## src/sv/bidq_pkg.sv

```systemverilog
// Shared definitions for the bounded integer deque with search.
// Holds default sizes, fixed port widths and the command codes.
// No dependencies; compile this file first.
package bidq_pkg;

  // Default sizing for the top level.
  localparam int CAPACITY_DEF   = 64;
  localparam int VALUE_BITS_DEF = 32;

  // Fixed widths of the item fields.
  localparam int CMD_W       = 3;
  localparam int IN_VALUE_W  = 32;
  localparam int OUT_VALUE_W = 32;
  localparam int COUNT_W     = 7;

  // Command codes carried by the input item.
  typedef enum logic [CMD_W-1:0] {
    CMD_PUSH_FRONT = 3'd0,
    CMD_PUSH_BACK  = 3'd1,
    CMD_POP_FRONT  = 3'd2,
    CMD_POP_BACK   = 3'd3,
    CMD_CONTAINS   = 3'd4,
    CMD_REMOVE     = 3'd5
  } cmd_t;

endpackage

```

## src/sv/bounded_int_deque_with_search.sv

```systemverilog
// Bounded deque of signed integers with search and removal by value.
// Depends on bidq_pkg and bidq_ram.
//
//   channel | direction | handshake           | fields
//   --------+-----------+---------------------+--------------------------------------
//   in_     | input     | in_valid / in_stall | in_cmd, in_value
//   out_    | output    | out_valid/out_stall | out_ok, out_value_out, out_count,
//           |           |                     | out_is_empty
//
// Pops pass through ST_POP for the registered RAM read; pushes go straight to ST_RESULT.
// Contains and remove walk the ring one entry per cycle through the single RAM.
// One item is in flight at a time; in_stall is high whenever the block is busy.
// A finished result waits in the output register while a new item is accepted.
// Reset (synchronous, rst_n low) empties the deque; the RAM contents are not cleared.
module bounded_int_deque_with_search #(
  parameter int CAPACITY   = bidq_pkg::CAPACITY_DEF,
  parameter int VALUE_BITS = bidq_pkg::VALUE_BITS_DEF
) (
  input  logic                                    clk,
  input  logic                                    rst_n,
  input  logic                                    in_valid,
  output logic                                    in_stall,
  input  logic [bidq_pkg::CMD_W-1:0]              in_cmd,
  input  logic signed [bidq_pkg::IN_VALUE_W-1:0]  in_value,
  output logic                                    out_valid,
  input  logic                                    out_stall,
  output logic                                    out_ok,
  output logic signed [bidq_pkg::OUT_VALUE_W-1:0] out_value_out,
  output logic [bidq_pkg::COUNT_W-1:0]            out_count,
  output logic                                    out_is_empty
);

  localparam int AW = $clog2(CAPACITY);
  localparam int CW = $clog2(CAPACITY + 1);

  typedef enum logic [2:0] {
    ST_IDLE,
    ST_POP,
    ST_SEARCH,
    ST_SHIFT,
    ST_RESULT
  } state_t;

  state_t state_r, state_nxt;

  logic [AW-1:0]         head_r, head_nxt;
  logic [CW-1:0]         count_r, count_nxt;
  logic                  rm_r, rm_nxt;
  logic [VALUE_BITS-1:0] val_r, val_nxt;
  logic [CW-1:0]         scan_r, scan_nxt;
  logic                  cmp_vld_r, cmp_vld_nxt;
  logic [AW-1:0]         pos_r, pos_nxt;
  logic                  res_ok_r, res_ok_nxt;
  logic [bidq_pkg::OUT_VALUE_W-1:0] res_val_r, res_val_nxt;

  logic                  out_valid_r, out_valid_nxt;
  logic                  out_ok_r, out_ok_nxt;
  logic [bidq_pkg::OUT_VALUE_W-1:0] out_value_r, out_value_nxt;
  logic [bidq_pkg::COUNT_W-1:0]     out_count_r, out_count_nxt;
  logic                  out_empty_r, out_empty_nxt;

  logic                  ram_we;
  logic [AW-1:0]         ram_waddr;
  logic [VALUE_BITS-1:0] ram_wdata;
  logic                  ram_re;
  logic [AW-1:0]         ram_raddr;
  logic [VALUE_BITS-1:0] ram_rdata;

  logic [VALUE_BITS-1:0] in_val_cut;
  logic                  accept;
  logic                  full;
  logic                  empty;
  logic [AW-1:0]         head_dec;
  logic [AW-1:0]         head_inc;
  logic [CW-1:0]         count_m1;
  logic                  match;
  logic [CW:0]           pos_p1;
  logic [CW:0]           pos_p2;
  logic                  out_free;

  // Ring position of an offset from a base, wrapped at the capacity.
  function automatic logic [AW-1:0] slot_of(input logic [AW-1:0] base,
                                            input logic [AW-1:0] off);
    logic [AW:0] sum;
    sum = {1'b0, base} + {1'b0, off};
    if (sum >= (AW+1)'(CAPACITY)) begin
      sum = sum - (AW+1)'(CAPACITY);
    end
    return sum[AW-1:0];
  endfunction

  // Entry storage.
  bidq_ram #(
    .WIDTH (VALUE_BITS),
    .DEPTH (CAPACITY)
  ) u_ram (
    .clk   (clk),
    .we    (ram_we),
    .waddr (ram_waddr),
    .wdata (ram_wdata),
    .re    (ram_re),
    .raddr (ram_raddr),
    .rdata (ram_rdata)
  );

  // Handshake and shared decode.
  assign in_stall   = (state_r != ST_IDLE);
  assign accept     = in_valid && !in_stall;
  assign in_val_cut = VALUE_BITS'(in_value);
  assign full       = (count_r == CW'(CAPACITY));
  assign empty      = (count_r == '0);
  assign head_dec   = (head_r == '0) ? AW'(CAPACITY - 1) : head_r - AW'(1);
  assign head_inc   = slot_of(head_r, AW'(1));
  assign count_m1   = count_r - CW'(1);
  assign match      = cmp_vld_r && (ram_rdata == val_r);
  assign pos_p1     = (CW+1)'(pos_r) + (CW+1)'(1);
  assign pos_p2     = (CW+1)'(pos_r) + (CW+1)'(2);
  assign out_free   = !out_valid_r || !out_stall;

  // Command sequencer: next state, RAM accesses and result formation.
  always_comb begin
    state_nxt     = state_r;
    head_nxt      = head_r;
    count_nxt     = count_r;
    rm_nxt        = rm_r;
    val_nxt       = val_r;
    scan_nxt      = scan_r;
    cmp_vld_nxt   = cmp_vld_r;
    pos_nxt       = pos_r;
    res_ok_nxt    = res_ok_r;
    res_val_nxt   = res_val_r;
    out_valid_nxt = out_valid_r && out_stall;
    out_ok_nxt    = out_ok_r;
    out_value_nxt = out_value_r;
    out_count_nxt = out_count_r;
    out_empty_nxt = out_empty_r;
    ram_we        = 1'b0;
    ram_waddr     = head_r;
    ram_wdata     = in_val_cut;
    ram_re        = 1'b0;
    ram_raddr     = head_r;

    case (state_r)
      ST_IDLE: begin
        if (accept) begin
          res_ok_nxt  = 1'b0;
          res_val_nxt = '0;
          val_nxt     = in_val_cut;
          state_nxt   = ST_RESULT;
          case (bidq_pkg::cmd_t'(in_cmd))
            bidq_pkg::CMD_PUSH_FRONT: begin
              if (!full) begin
                ram_we     = 1'b1;
                ram_waddr  = head_dec;
                head_nxt   = head_dec;
                count_nxt  = count_r + CW'(1);
                res_ok_nxt = 1'b1;
              end
            end
            bidq_pkg::CMD_PUSH_BACK: begin
              if (!full) begin
                ram_we     = 1'b1;
                ram_waddr  = slot_of(head_r, count_r[AW-1:0]);
                count_nxt  = count_r + CW'(1);
                res_ok_nxt = 1'b1;
              end
            end
            bidq_pkg::CMD_POP_FRONT: begin
              if (!empty) begin
                ram_re     = 1'b1;
                ram_raddr  = head_r;
                head_nxt   = head_inc;
                count_nxt  = count_m1;
                res_ok_nxt = 1'b1;
                state_nxt  = ST_POP;
              end
            end
            bidq_pkg::CMD_POP_BACK: begin
              if (!empty) begin
                ram_re     = 1'b1;
                ram_raddr  = slot_of(head_r, count_m1[AW-1:0]);
                count_nxt  = count_m1;
                res_ok_nxt = 1'b1;
                state_nxt  = ST_POP;
              end
            end
            bidq_pkg::CMD_CONTAINS, bidq_pkg::CMD_REMOVE: begin
              rm_nxt      = (bidq_pkg::cmd_t'(in_cmd) == bidq_pkg::CMD_REMOVE);
              scan_nxt    = '0;
              cmp_vld_nxt = 1'b0;
              state_nxt   = ST_SEARCH;
            end
            default: begin
              state_nxt = ST_RESULT;
            end
          endcase
        end
      end

      // Popped entry arrives from the RAM.
      ST_POP: begin
        res_val_nxt = bidq_pkg::OUT_VALUE_W'(ram_rdata);
        state_nxt   = ST_RESULT;
      end

      // Walk from the front: issue one read and check the previous one per cycle.
      ST_SEARCH: begin
        if (match) begin
          res_ok_nxt  = 1'b1;
          cmp_vld_nxt = 1'b0;
          if (!rm_r) begin
            state_nxt = ST_RESULT;
          end else if (pos_p1 < (CW+1)'(count_r)) begin
            ram_re    = 1'b1;
            ram_raddr = slot_of(head_r, pos_p1[AW-1:0]);
            state_nxt = ST_SHIFT;
          end else begin
            count_nxt = count_m1;
            state_nxt = ST_RESULT;
          end
        end else if (scan_r == count_r) begin
          cmp_vld_nxt = 1'b0;
          state_nxt   = ST_RESULT;
        end else begin
          ram_re      = 1'b1;
          ram_raddr   = slot_of(head_r, scan_r[AW-1:0]);
          pos_nxt     = scan_r[AW-1:0];
          cmp_vld_nxt = 1'b1;
          scan_nxt    = scan_r + CW'(1);
        end
      end

      // Close the gap: write the entry read last cycle one place toward the front.
      ST_SHIFT: begin
        ram_we    = 1'b1;
        ram_waddr = slot_of(head_r, pos_r);
        ram_wdata = ram_rdata;
        if (pos_p2 < (CW+1)'(count_r)) begin
          ram_re    = 1'b1;
          ram_raddr = slot_of(head_r, pos_p2[AW-1:0]);
          pos_nxt   = pos_p1[AW-1:0];
        end else begin
          count_nxt = count_m1;
          state_nxt = ST_RESULT;
        end
      end

      // Hand the result to the output register once it is free.
      ST_RESULT: begin
        if (out_free) begin
          out_valid_nxt = 1'b1;
          out_ok_nxt    = res_ok_r;
          out_value_nxt = res_val_r;
          out_count_nxt = bidq_pkg::COUNT_W'(count_r);
          out_empty_nxt = empty;
          state_nxt     = ST_IDLE;
        end
      end

      default: begin
        state_nxt = ST_IDLE;
      end
    endcase
  end

  // State and registered outputs.
  always_ff @(posedge clk) begin
    if (!rst_n) begin
      state_r     <= ST_IDLE;
      head_r      <= '0;
      count_r     <= '0;
      cmp_vld_r   <= 1'b0;
      out_valid_r <= 1'b0;
    end else begin
      state_r     <= state_nxt;
      head_r      <= head_nxt;
      count_r     <= count_nxt;
      cmp_vld_r   <= cmp_vld_nxt;
      out_valid_r <= out_valid_nxt;
    end
    rm_r        <= rm_nxt;
    val_r       <= val_nxt;
    scan_r      <= scan_nxt;
    pos_r       <= pos_nxt;
    res_ok_r    <= res_ok_nxt;
    res_val_r   <= res_val_nxt;
    out_ok_r    <= out_ok_nxt;
    out_value_r <= out_value_nxt;
    out_count_r <= out_count_nxt;
    out_empty_r <= out_empty_nxt;
  end

  assign out_valid     = out_valid_r;
  assign out_ok        = out_ok_r;
  assign out_value_out = out_value_r;
  assign out_count     = out_count_r;
  assign out_is_empty  = out_empty_r;

  // The entry count never exceeds the capacity.
  assert property (@(posedge clk) disable iff (!rst_n)
    count_r <= CW'(CAPACITY))
    else $error("entry count above capacity");

  // The head index always names a real slot of the ring.
  assert property (@(posedge clk) disable iff (!rst_n)
    {1'b0, head_r} < (AW+1)'(CAPACITY))
    else $error("head index out of range");

  // The RAM is written only by an accepted push or by the gap-closing walk.
  assert property (@(posedge clk) disable iff (!rst_n)
    ram_we |-> (accept || (state_r == ST_SHIFT)))
    else $error("unexpected RAM write");

  // A result ready with a free output register is presented next cycle.
  assert property (@(posedge clk) disable iff (!rst_n)
    ((state_r == ST_RESULT) && out_free) |=> out_valid)
    else $error("result not presented");

endmodule

```

## src/sv/bidq_ram.sv

```systemverilog
// Generic single-clock RAM with one write port and one registered read port.
// Read data is registered and appears in the cycle after a read enable. No dependencies.
module bidq_ram #(
  parameter int WIDTH = 32,
  parameter int DEPTH = 64
) (
  input  logic                     clk,
  input  logic                     we,
  input  logic [$clog2(DEPTH)-1:0] waddr,
  input  logic [WIDTH-1:0]         wdata,
  input  logic                     re,
  input  logic [$clog2(DEPTH)-1:0] raddr,
  output logic [WIDTH-1:0]         rdata
);

  logic [WIDTH-1:0] mem [DEPTH];
  logic [WIDTH-1:0] rdata_r;

  // Write port.
  always_ff @(posedge clk) begin
    if (we) begin
      mem[waddr] <= wdata;
    end
  end

  // Registered read port.
  always_ff @(posedge clk) begin
    if (re) begin
      rdata_r <= mem[raddr];
    end
  end

  assign rdata = rdata_r;

endmodule
```

## config.mk

```make
export PLATFORM = sky130hd
export DESIGN_NAME = bounded_int_deque_with_search
export DESIGN_NICKNAME = d
export VERILOG_FILES = /design/src/sv/bidq_pkg.sv /design/src/sv/bounded_int_deque_with_search.sv /design/src/sv/bidq_ram.sv
export SDC_FILE = /design/constraint.sdc
export NUM_CORES = 2
export LEC_CHECK = 0
export BUFFER_PORTS_ARGS = -buffer_cell sky130_fd_sc_hd__clkbuf_2
export CAP_MARGIN = 15
export CORE_MARGIN = 3
export CORE_UTILIZATION = 25
export DETAILED_ROUTE_END_ITERATION = 16
export GPL_TIMING_DRIVEN = 0
export PLACE_DENSITY = 0.35
export RECOVER_POWER = 50
export SLEW_MARGIN = 20
export SYNTH_ARGS = -nofsm -noshare
export SYNTH_HDL_FRONTEND = slang
export SYNTH_SLANG_ARGS = --single-unit
```

## constraint.sdc

```tcl
create_clock -name clk -period 6.9 [get_ports clk]
set_input_delay 1.38 -clock clk [delete_from_list [all_inputs] [get_ports clk]]
set_output_delay 1.38 -clock clk [all_outputs]
set_load 0.005 [all_outputs]
```

## After elaboration in Yosys (flattened, before gate mapping)

Memories as Yosys holds them, arrays and structs flattened. A register that Yosys moved wholly into a read port is not among the register bits.
Index checks and enable logic that the tools add are counted.

- Register bits after elaboration: 138
- Bits in writable memories: 2048
- Output and inout bits: 43
- Logic and storage cells: 183
- Memories: 1

Memories:

| name | words | width | rd ports | clocked after memory_dff | wr ports | RTL line | text |
|---|---|---|---|---|---|---|---|
| u_ram.mem | 64 | 32 | 1 | 1 | 1 | bidq_ram.sv:16 | `logic [WIDTH-1:0] mem [DEPTH];` |

- Add/sub/neg operators: 20
- Order comparisons: 9
- Eq/ne operators: 27
- Muxes and demuxes: 80
- Reduce and logical (&&, ||, !) cells: 31

Operators by type and width:

| kind | number |
|---|---|
| $mux W6 | 23 |
| $mux W7 | 11 |
| $mux W32 | 2 |
| $pmux W32 S2 | 1 |
| $ge A7 B7 Y1 const B | 7 |
| $pmux W6 S2 | 4 |
| $sub A6 B1 Y6 const B | 8 |
| $add A6 B6 Y7 | 6 |
| $eq A32 B32 Y1 | 1 |
| $pmux W7 S2 | 2 |
| $mux W3 | 8 |
| $pmux W7 S3 | 1 |
| $mux W1 | 20 |
| $ne A2 B2 Y1 const B | 10 |
| $pmux W6 S3 | 1 |
| $pmux W3 S5 | 1 |
| $add A6 B1 Y7 const B | 2 |
| $add A7 B1 Y7 const B | 2 |
| $lt A7 B7 Y1 | 2 |
| $eq A3 B2 Y1 const B | 4 |
| $ne A3 B3 Y1 const B | 4 |
| $reduce_and A4 Y1 | 3 |
| $eq A3 B3 Y1 const B | 3 |
| $reduce_and A3 Y1 | 3 |
| other kinds (21) | 38 |

## Longest topological paths before layout

- Word-level depth: 8
- Gate-level depth with buffers: 20
- Gate-level depth less buffers: 15

## Modules after synthesis

From an unflattened synthesis, not the netlist that was laid out.

- Cells, all modules: 4357
- Area total of the unflattened synthesis: 87805.5 µm²

Modules (own cells, without submodules):

| module | times used | cells an instance | area an instance (µm²) | sequential area each (µm²) |
|---|---|---|---|---|
| bidq_ram | 1 | 3511 | 79359.9 | 62459.9 |
| bounded_int_deque_with_search | 1 | 846 | 8445.6 | 3963.8 |

## Worst setup path before layout

OpenSTA, ideal clock, no wires.

- Path type: input to register
- From: in in_valid
- To: mem u_ram.mem[44][0], enable pin
- Library setup time: 0.421 ns
- Arrival: 5.198 ns
- Slack: 1.281 ns
- Cell stages on the path: 8
- Buffers on the path: 1
- Path through: or4b_1 clkbuf_1 nor3_1 o21ai_0 a21o_1 a222oi_1 nand3_1 nor2_1

- Longest elaborated chain between the ends: 5

Ends and longest elaborated chain:

| what | RTL line | text |
|---|---|---|
| start, declared | bounded_int_deque_with_search.sv:21 | `input logic in_valid,` |
| $logic_and A1 B1 Y1 (*) | bounded_int_deque_with_search.sv:108 | `assign accept = in_valid && !in_stall;` |
| $mux W1 | bounded_int_deque_with_search.sv:145 | `if (accept) begin` |
| $pmux W1 S2 | bounded_int_deque_with_search.sv:143 | `case (state_r)` |
| $mux W1 | bidq_ram.sv:21 | `if (we) begin` |
| $mux W1 (implied by the code) | bidq_ram.sv:22 | `mem[waddr] <= wdata;` |
| end, declared | bidq_ram.sv:16 |  |

Mark *: on every way between the ends. The rest lies on a longest branch, timed or not.

## Final worst setup path

- From: reg u_ram.rdata_r[7], in the netlist u_ram.rdata[7] (read register of u_ram.mem)
- To: reg u_ram.rdata_r[31], in the netlist u_ram.rdata[31] (read register of u_ram.mem), data pin

- Longest elaborated chain between the ends: 4

Ends and longest elaborated chain:

| what | RTL line | text |
|---|---|---|
| start, declared | bidq_ram.sv:17 | `logic [WIDTH-1:0] rdata_r;` |
| $eq A32 B32 Y1 (*) | bounded_int_deque_with_search.sv:115 | `assign match = cmp_vld_r && (ram_rdata == val_r);` |
| $logic_and A1 B1 Y1 (*) | bounded_int_deque_with_search.sv:115 |  |
| $mux W6 or $mux W1 (tied branches) | bounded_int_deque_with_search.sv:208 | `if (match) begin` |
| $pmux W6 S3 or $pmux W1 S3 (tied branches) | bounded_int_deque_with_search.sv:143 |  |

Marks and branches as above.
A chain may end at the register's enable or synchronous reset.

==> results.sh <==
export IMPL_cts_hold_buf=0
export IMPL_setup_viol=1
export IMPL_numCtsBuffers=268
export IMPL_yosysWarnings=0
export IMPL_yosys_most_used_dff="edfxtp_1"
export IMPL_place_area_um2=100000
export IMPL_firstDrtPassIters=6
export IMPL_grt_pass1_wl_um=468000
export IMPL_cts_root_buf="clkbuf_16"
export IMPL_period_minus_slack_ns=6.91
export IMPL_cts_tree="yes"
export IMPL_start_util_pct=25.2
export IMPL_clock_sinks=2218
export IMPL_setup_ws_ns=-0.00622
export IMPL_slew_viol_final=1884
export IMPL_synth_yosys_seq_area_share_pct=74.4
export IMPL_clock_latency_ns=0.88
export IMPL_die_area_um2=365000
export IMPL_wl_per_cell_um=27.6
export IMPL_hold_viol_final=0
export IMPL_final_cell_mix="edfxtp_1 (2200), nand2_1 (2197), nand3_1 (863)"
export IMPL_drtIter0Drc=5208
export IMPL_status="finished, violations left"
export IMPL_fin_setup_tns_ns=-0.00622
export IMPL_die_y_um=604
export IMPL_synthToLayoutAreaGrowth_pct=20.6
export IMPL_layout_commonest_cell="edfxtp_1"
export IMPL_worstHoldPathType="register to register"
export IMPL_die_width_um=604
export IMPL_clock_path_buffers=4
export IMPL_core_rowCount=218
export IMPL_syn_area_um2=89300
export IMPL_grt_max_degree=65
export IMPL_fmax_mhz=145
export IMPL_drv_cap=55
export IMPL_first_global_vias=56400
export IMPL_grt_use_total_pct=18.3
export IMPL_synth_fp_nets=6975
export IMPL_critical_path_class="register to register"
export IMPL_routed_wl_um=342000
export IMPL_synthDominantCellAreaShare_pct=74.0
export IMPL_ir_drop_v=0.000163
export IMPL_async_reset_ff_share_pct=0
export IMPL_p_leak_nw=35.9
export IMPL_ys_ff_latch=2218
export IMPL_synth_top_area_cell="edfxtp_1"
export IMPL_viasPerCell=4.67
export IMPL_grt_overflow_total=0
export IMPL_p_per_area_nw_per_um2=304
export IMPL_numPortBuffers=81
export IMPL_final_nets=7526
export IMPL_finClkSkew_ns=0.0514
export IMPL_critPathArrivalTime_ns=7.62
export IMPL_io_pins=82
export IMPL_start_kind="register"
export IMPL_netlist_top_cells_area="edfxtp_1 (74%), nand2_1 (9.2%), nand3_1 (4.8%)"
export IMPL_synth_edff_count=2200
export IMPL_dp_hpwl_um=250000
export IMPL_place_gp_congestion=0.818
export IMPL_antenna_found_initial=22
export IMPL_violations="max-capacitance violations, max-slew violations, negative setup slack"
export IMPL_cp_end_kind="register"
export IMPL_tightest_slew_ns=3.26
export IMPL_period_share_pct=100
export IMPL_slew_headroom_pct=-117
export IMPL_critPathMaxFanout=11
export IMPL_drive_gt1_share_pct=11.1
export IMPL_synth_cell_type_count=82
export IMPL_postRouteAntennaNets=0
export IMPL_fin_area_um2=108000
export IMPL_cts_clk_slew_worst_paths_ns=0.06
export IMPL_num_vias=57700
export IMPL_drc=0
export IMPL_cts_max_level=5
export IMPL_core_area_um2=354000
export IMPL_syn_avg_cell_area_um2=13.0
export IMPL_synth_cells=6881
export IMPL_power_mw=32.7
export IMPL_worstPathRequired_ns=7.61
final timing paths:
| path | from | end | slack, ns | cells past startpoint |
|---|---|---|---|---|
| setup / recovery | u_ram.rdata[7] | u_ram.rdata[31] | -0.006 | 16 |
| hold / removal | res_val_r[20] | out_value_out[20] | 0.42 | 0 |
| hold reg to reg | res_val_r[20] | out_value_out[20] | 0.42 | 0 |
| setup reg to reg | u_ram.rdata[7] | u_ram.rdata[31] | -0.006 | 16 |
report_power, final:
part | leakage, nW | switching [mW] | total [mW] | internal, mW
sequential | 20.0 | 0.0884 | 15.1 | 15.0
clock | 3.95 | 5.66 | 13.4 | 7.74
combinational | 12.0 | 3.17 | 4.18 | 1.02
kinds of logic after synthesis:
family	after synthesis	synth area share [%]
compound gates	364	3.17
xor+xnor	78	0.765
fa+ha+maj	55	0.821
buf+inv	444	2.12
flops	2218	74.4
mux	36	0.405
simple gates	3686	18.4
area by class of cell:
| type | count | area [µm²] |
|---|---|---|
| inverter | 40 | 150 |
| timing repair buffer | 281 | 3270 |
| tap | 4730 | 5920 |
| antenna | 14 | 35.0 |
| multi-input combinational | 4219 | 22000 |
| fill | 35800 | 246000 |
| clock buffer | 344 | 7160 |
| clock inverter | 114 | 950 |
| buffer | 404 | 1790 |
| sequential | 2218 | 66400 |
sequential cells by signal, indices dropped and copies added, names as in the netlist:
signal and flops:
out_count 7, count_r 7, out_value_out 32, out_valid 1, pos_r 6, out_ok 1
res_ok_r 1, val_r 32, u_ram.rdata 32, rm_r 1, state_r 3, scan_r 7
res_val_r 32, head_r 6, cmp_vld_r 1, u_ram.mem 2048, out_is_empty 1
Yosys cell counts, types with 4 or more instances:
cell type  number
xnor2_1        36
or3_1           8
xor2_1         42
o21ai_0        67
nor4_4          8
nand2_1      2198
dfxtp_1        18
a211oi_1        6
o21bai_1        4
a22o_1         32
edfxtp_1     2200
nand2b_1       12
buf_2         136
buf_1          23
mux2i_1        35
nand4_1       168
clkbuf_1      233
ha_1           49
buf_4           9
o21a_1          5
nor2_1        126
and2_1         44
inv_1          40
and3_1        136
a21oi_1        44
a31oi_1         4
a311o_1        64
nand3_1       863
or2_2           4
a21boi_0        8
fa_1            6
nor4b_1        31
a311oi_1       62
a22oi_1        11
a21o_1         10
o211ai_1        4
nor4_1         42
nor2b_1        12
nor3_1         17
layer usage:
| layer | track usage, % | up-vias | wire length (µm) |
|---|---|---|---|
| met5 | 0 | - | 0 |
| met4 | 5.08 | 0 | 11500 |
| met3 | 2.04 | 375 | 14600 |
| met2 | 30.1 | 1443 | 159000 |
| met1 | 25.4 | 29600 | 156000 |
| li1 | - | 26300 | - |
per-stage QoR:
| stage | setup WS (ns) | hold WS (ns) | std cells | utilization [%] |
|---|---|---|---|---|
| detailed placement | -1.16 | 0.406 | 11900 | 28.4 |
| global route | -0.00183 | 0.420 | 12400 | 30.4 |
| global placement | -4.80 | 0.409 | 11700 | 27.0 |
| finish | -0.00622 | 0.416 | 12400 | 30.4 |
| floorplan | 1.28 | 0.400 | 6881 | - |
| CTS | 0.0144 | 0.420 | 12300 | 30.7 |
worst max-delay path, cell delays in order, from the launching register on:
cell and delay, ns:
edfxtp_1 0.47, xor2_1 0.22, or4_1 0.60, nor4_1 0.65, nand3_1 0.20, clkbuf_1 0.31
a211oi_1 0.51, o21a_1 0.16, buf_2 0.42, buf_4 0.38, buf_2 0.53, buf_2 0.59
nand2_1 0.12, nand3_1 0.11, nand3_1 0.40, nor4b_4 0.66, a22o_1 0.35
timing repair:
| action | 4_1_cts | 5_1_grt |
|---|---|---|
| endpoints found under the setup margin | 32 | 24 |
| buffers inserted | 1 | 2 |
| pin swaps | 1 | 1 |
| gates resized for setup | 27 | 34 |
(Power assumes the default switching activity.)
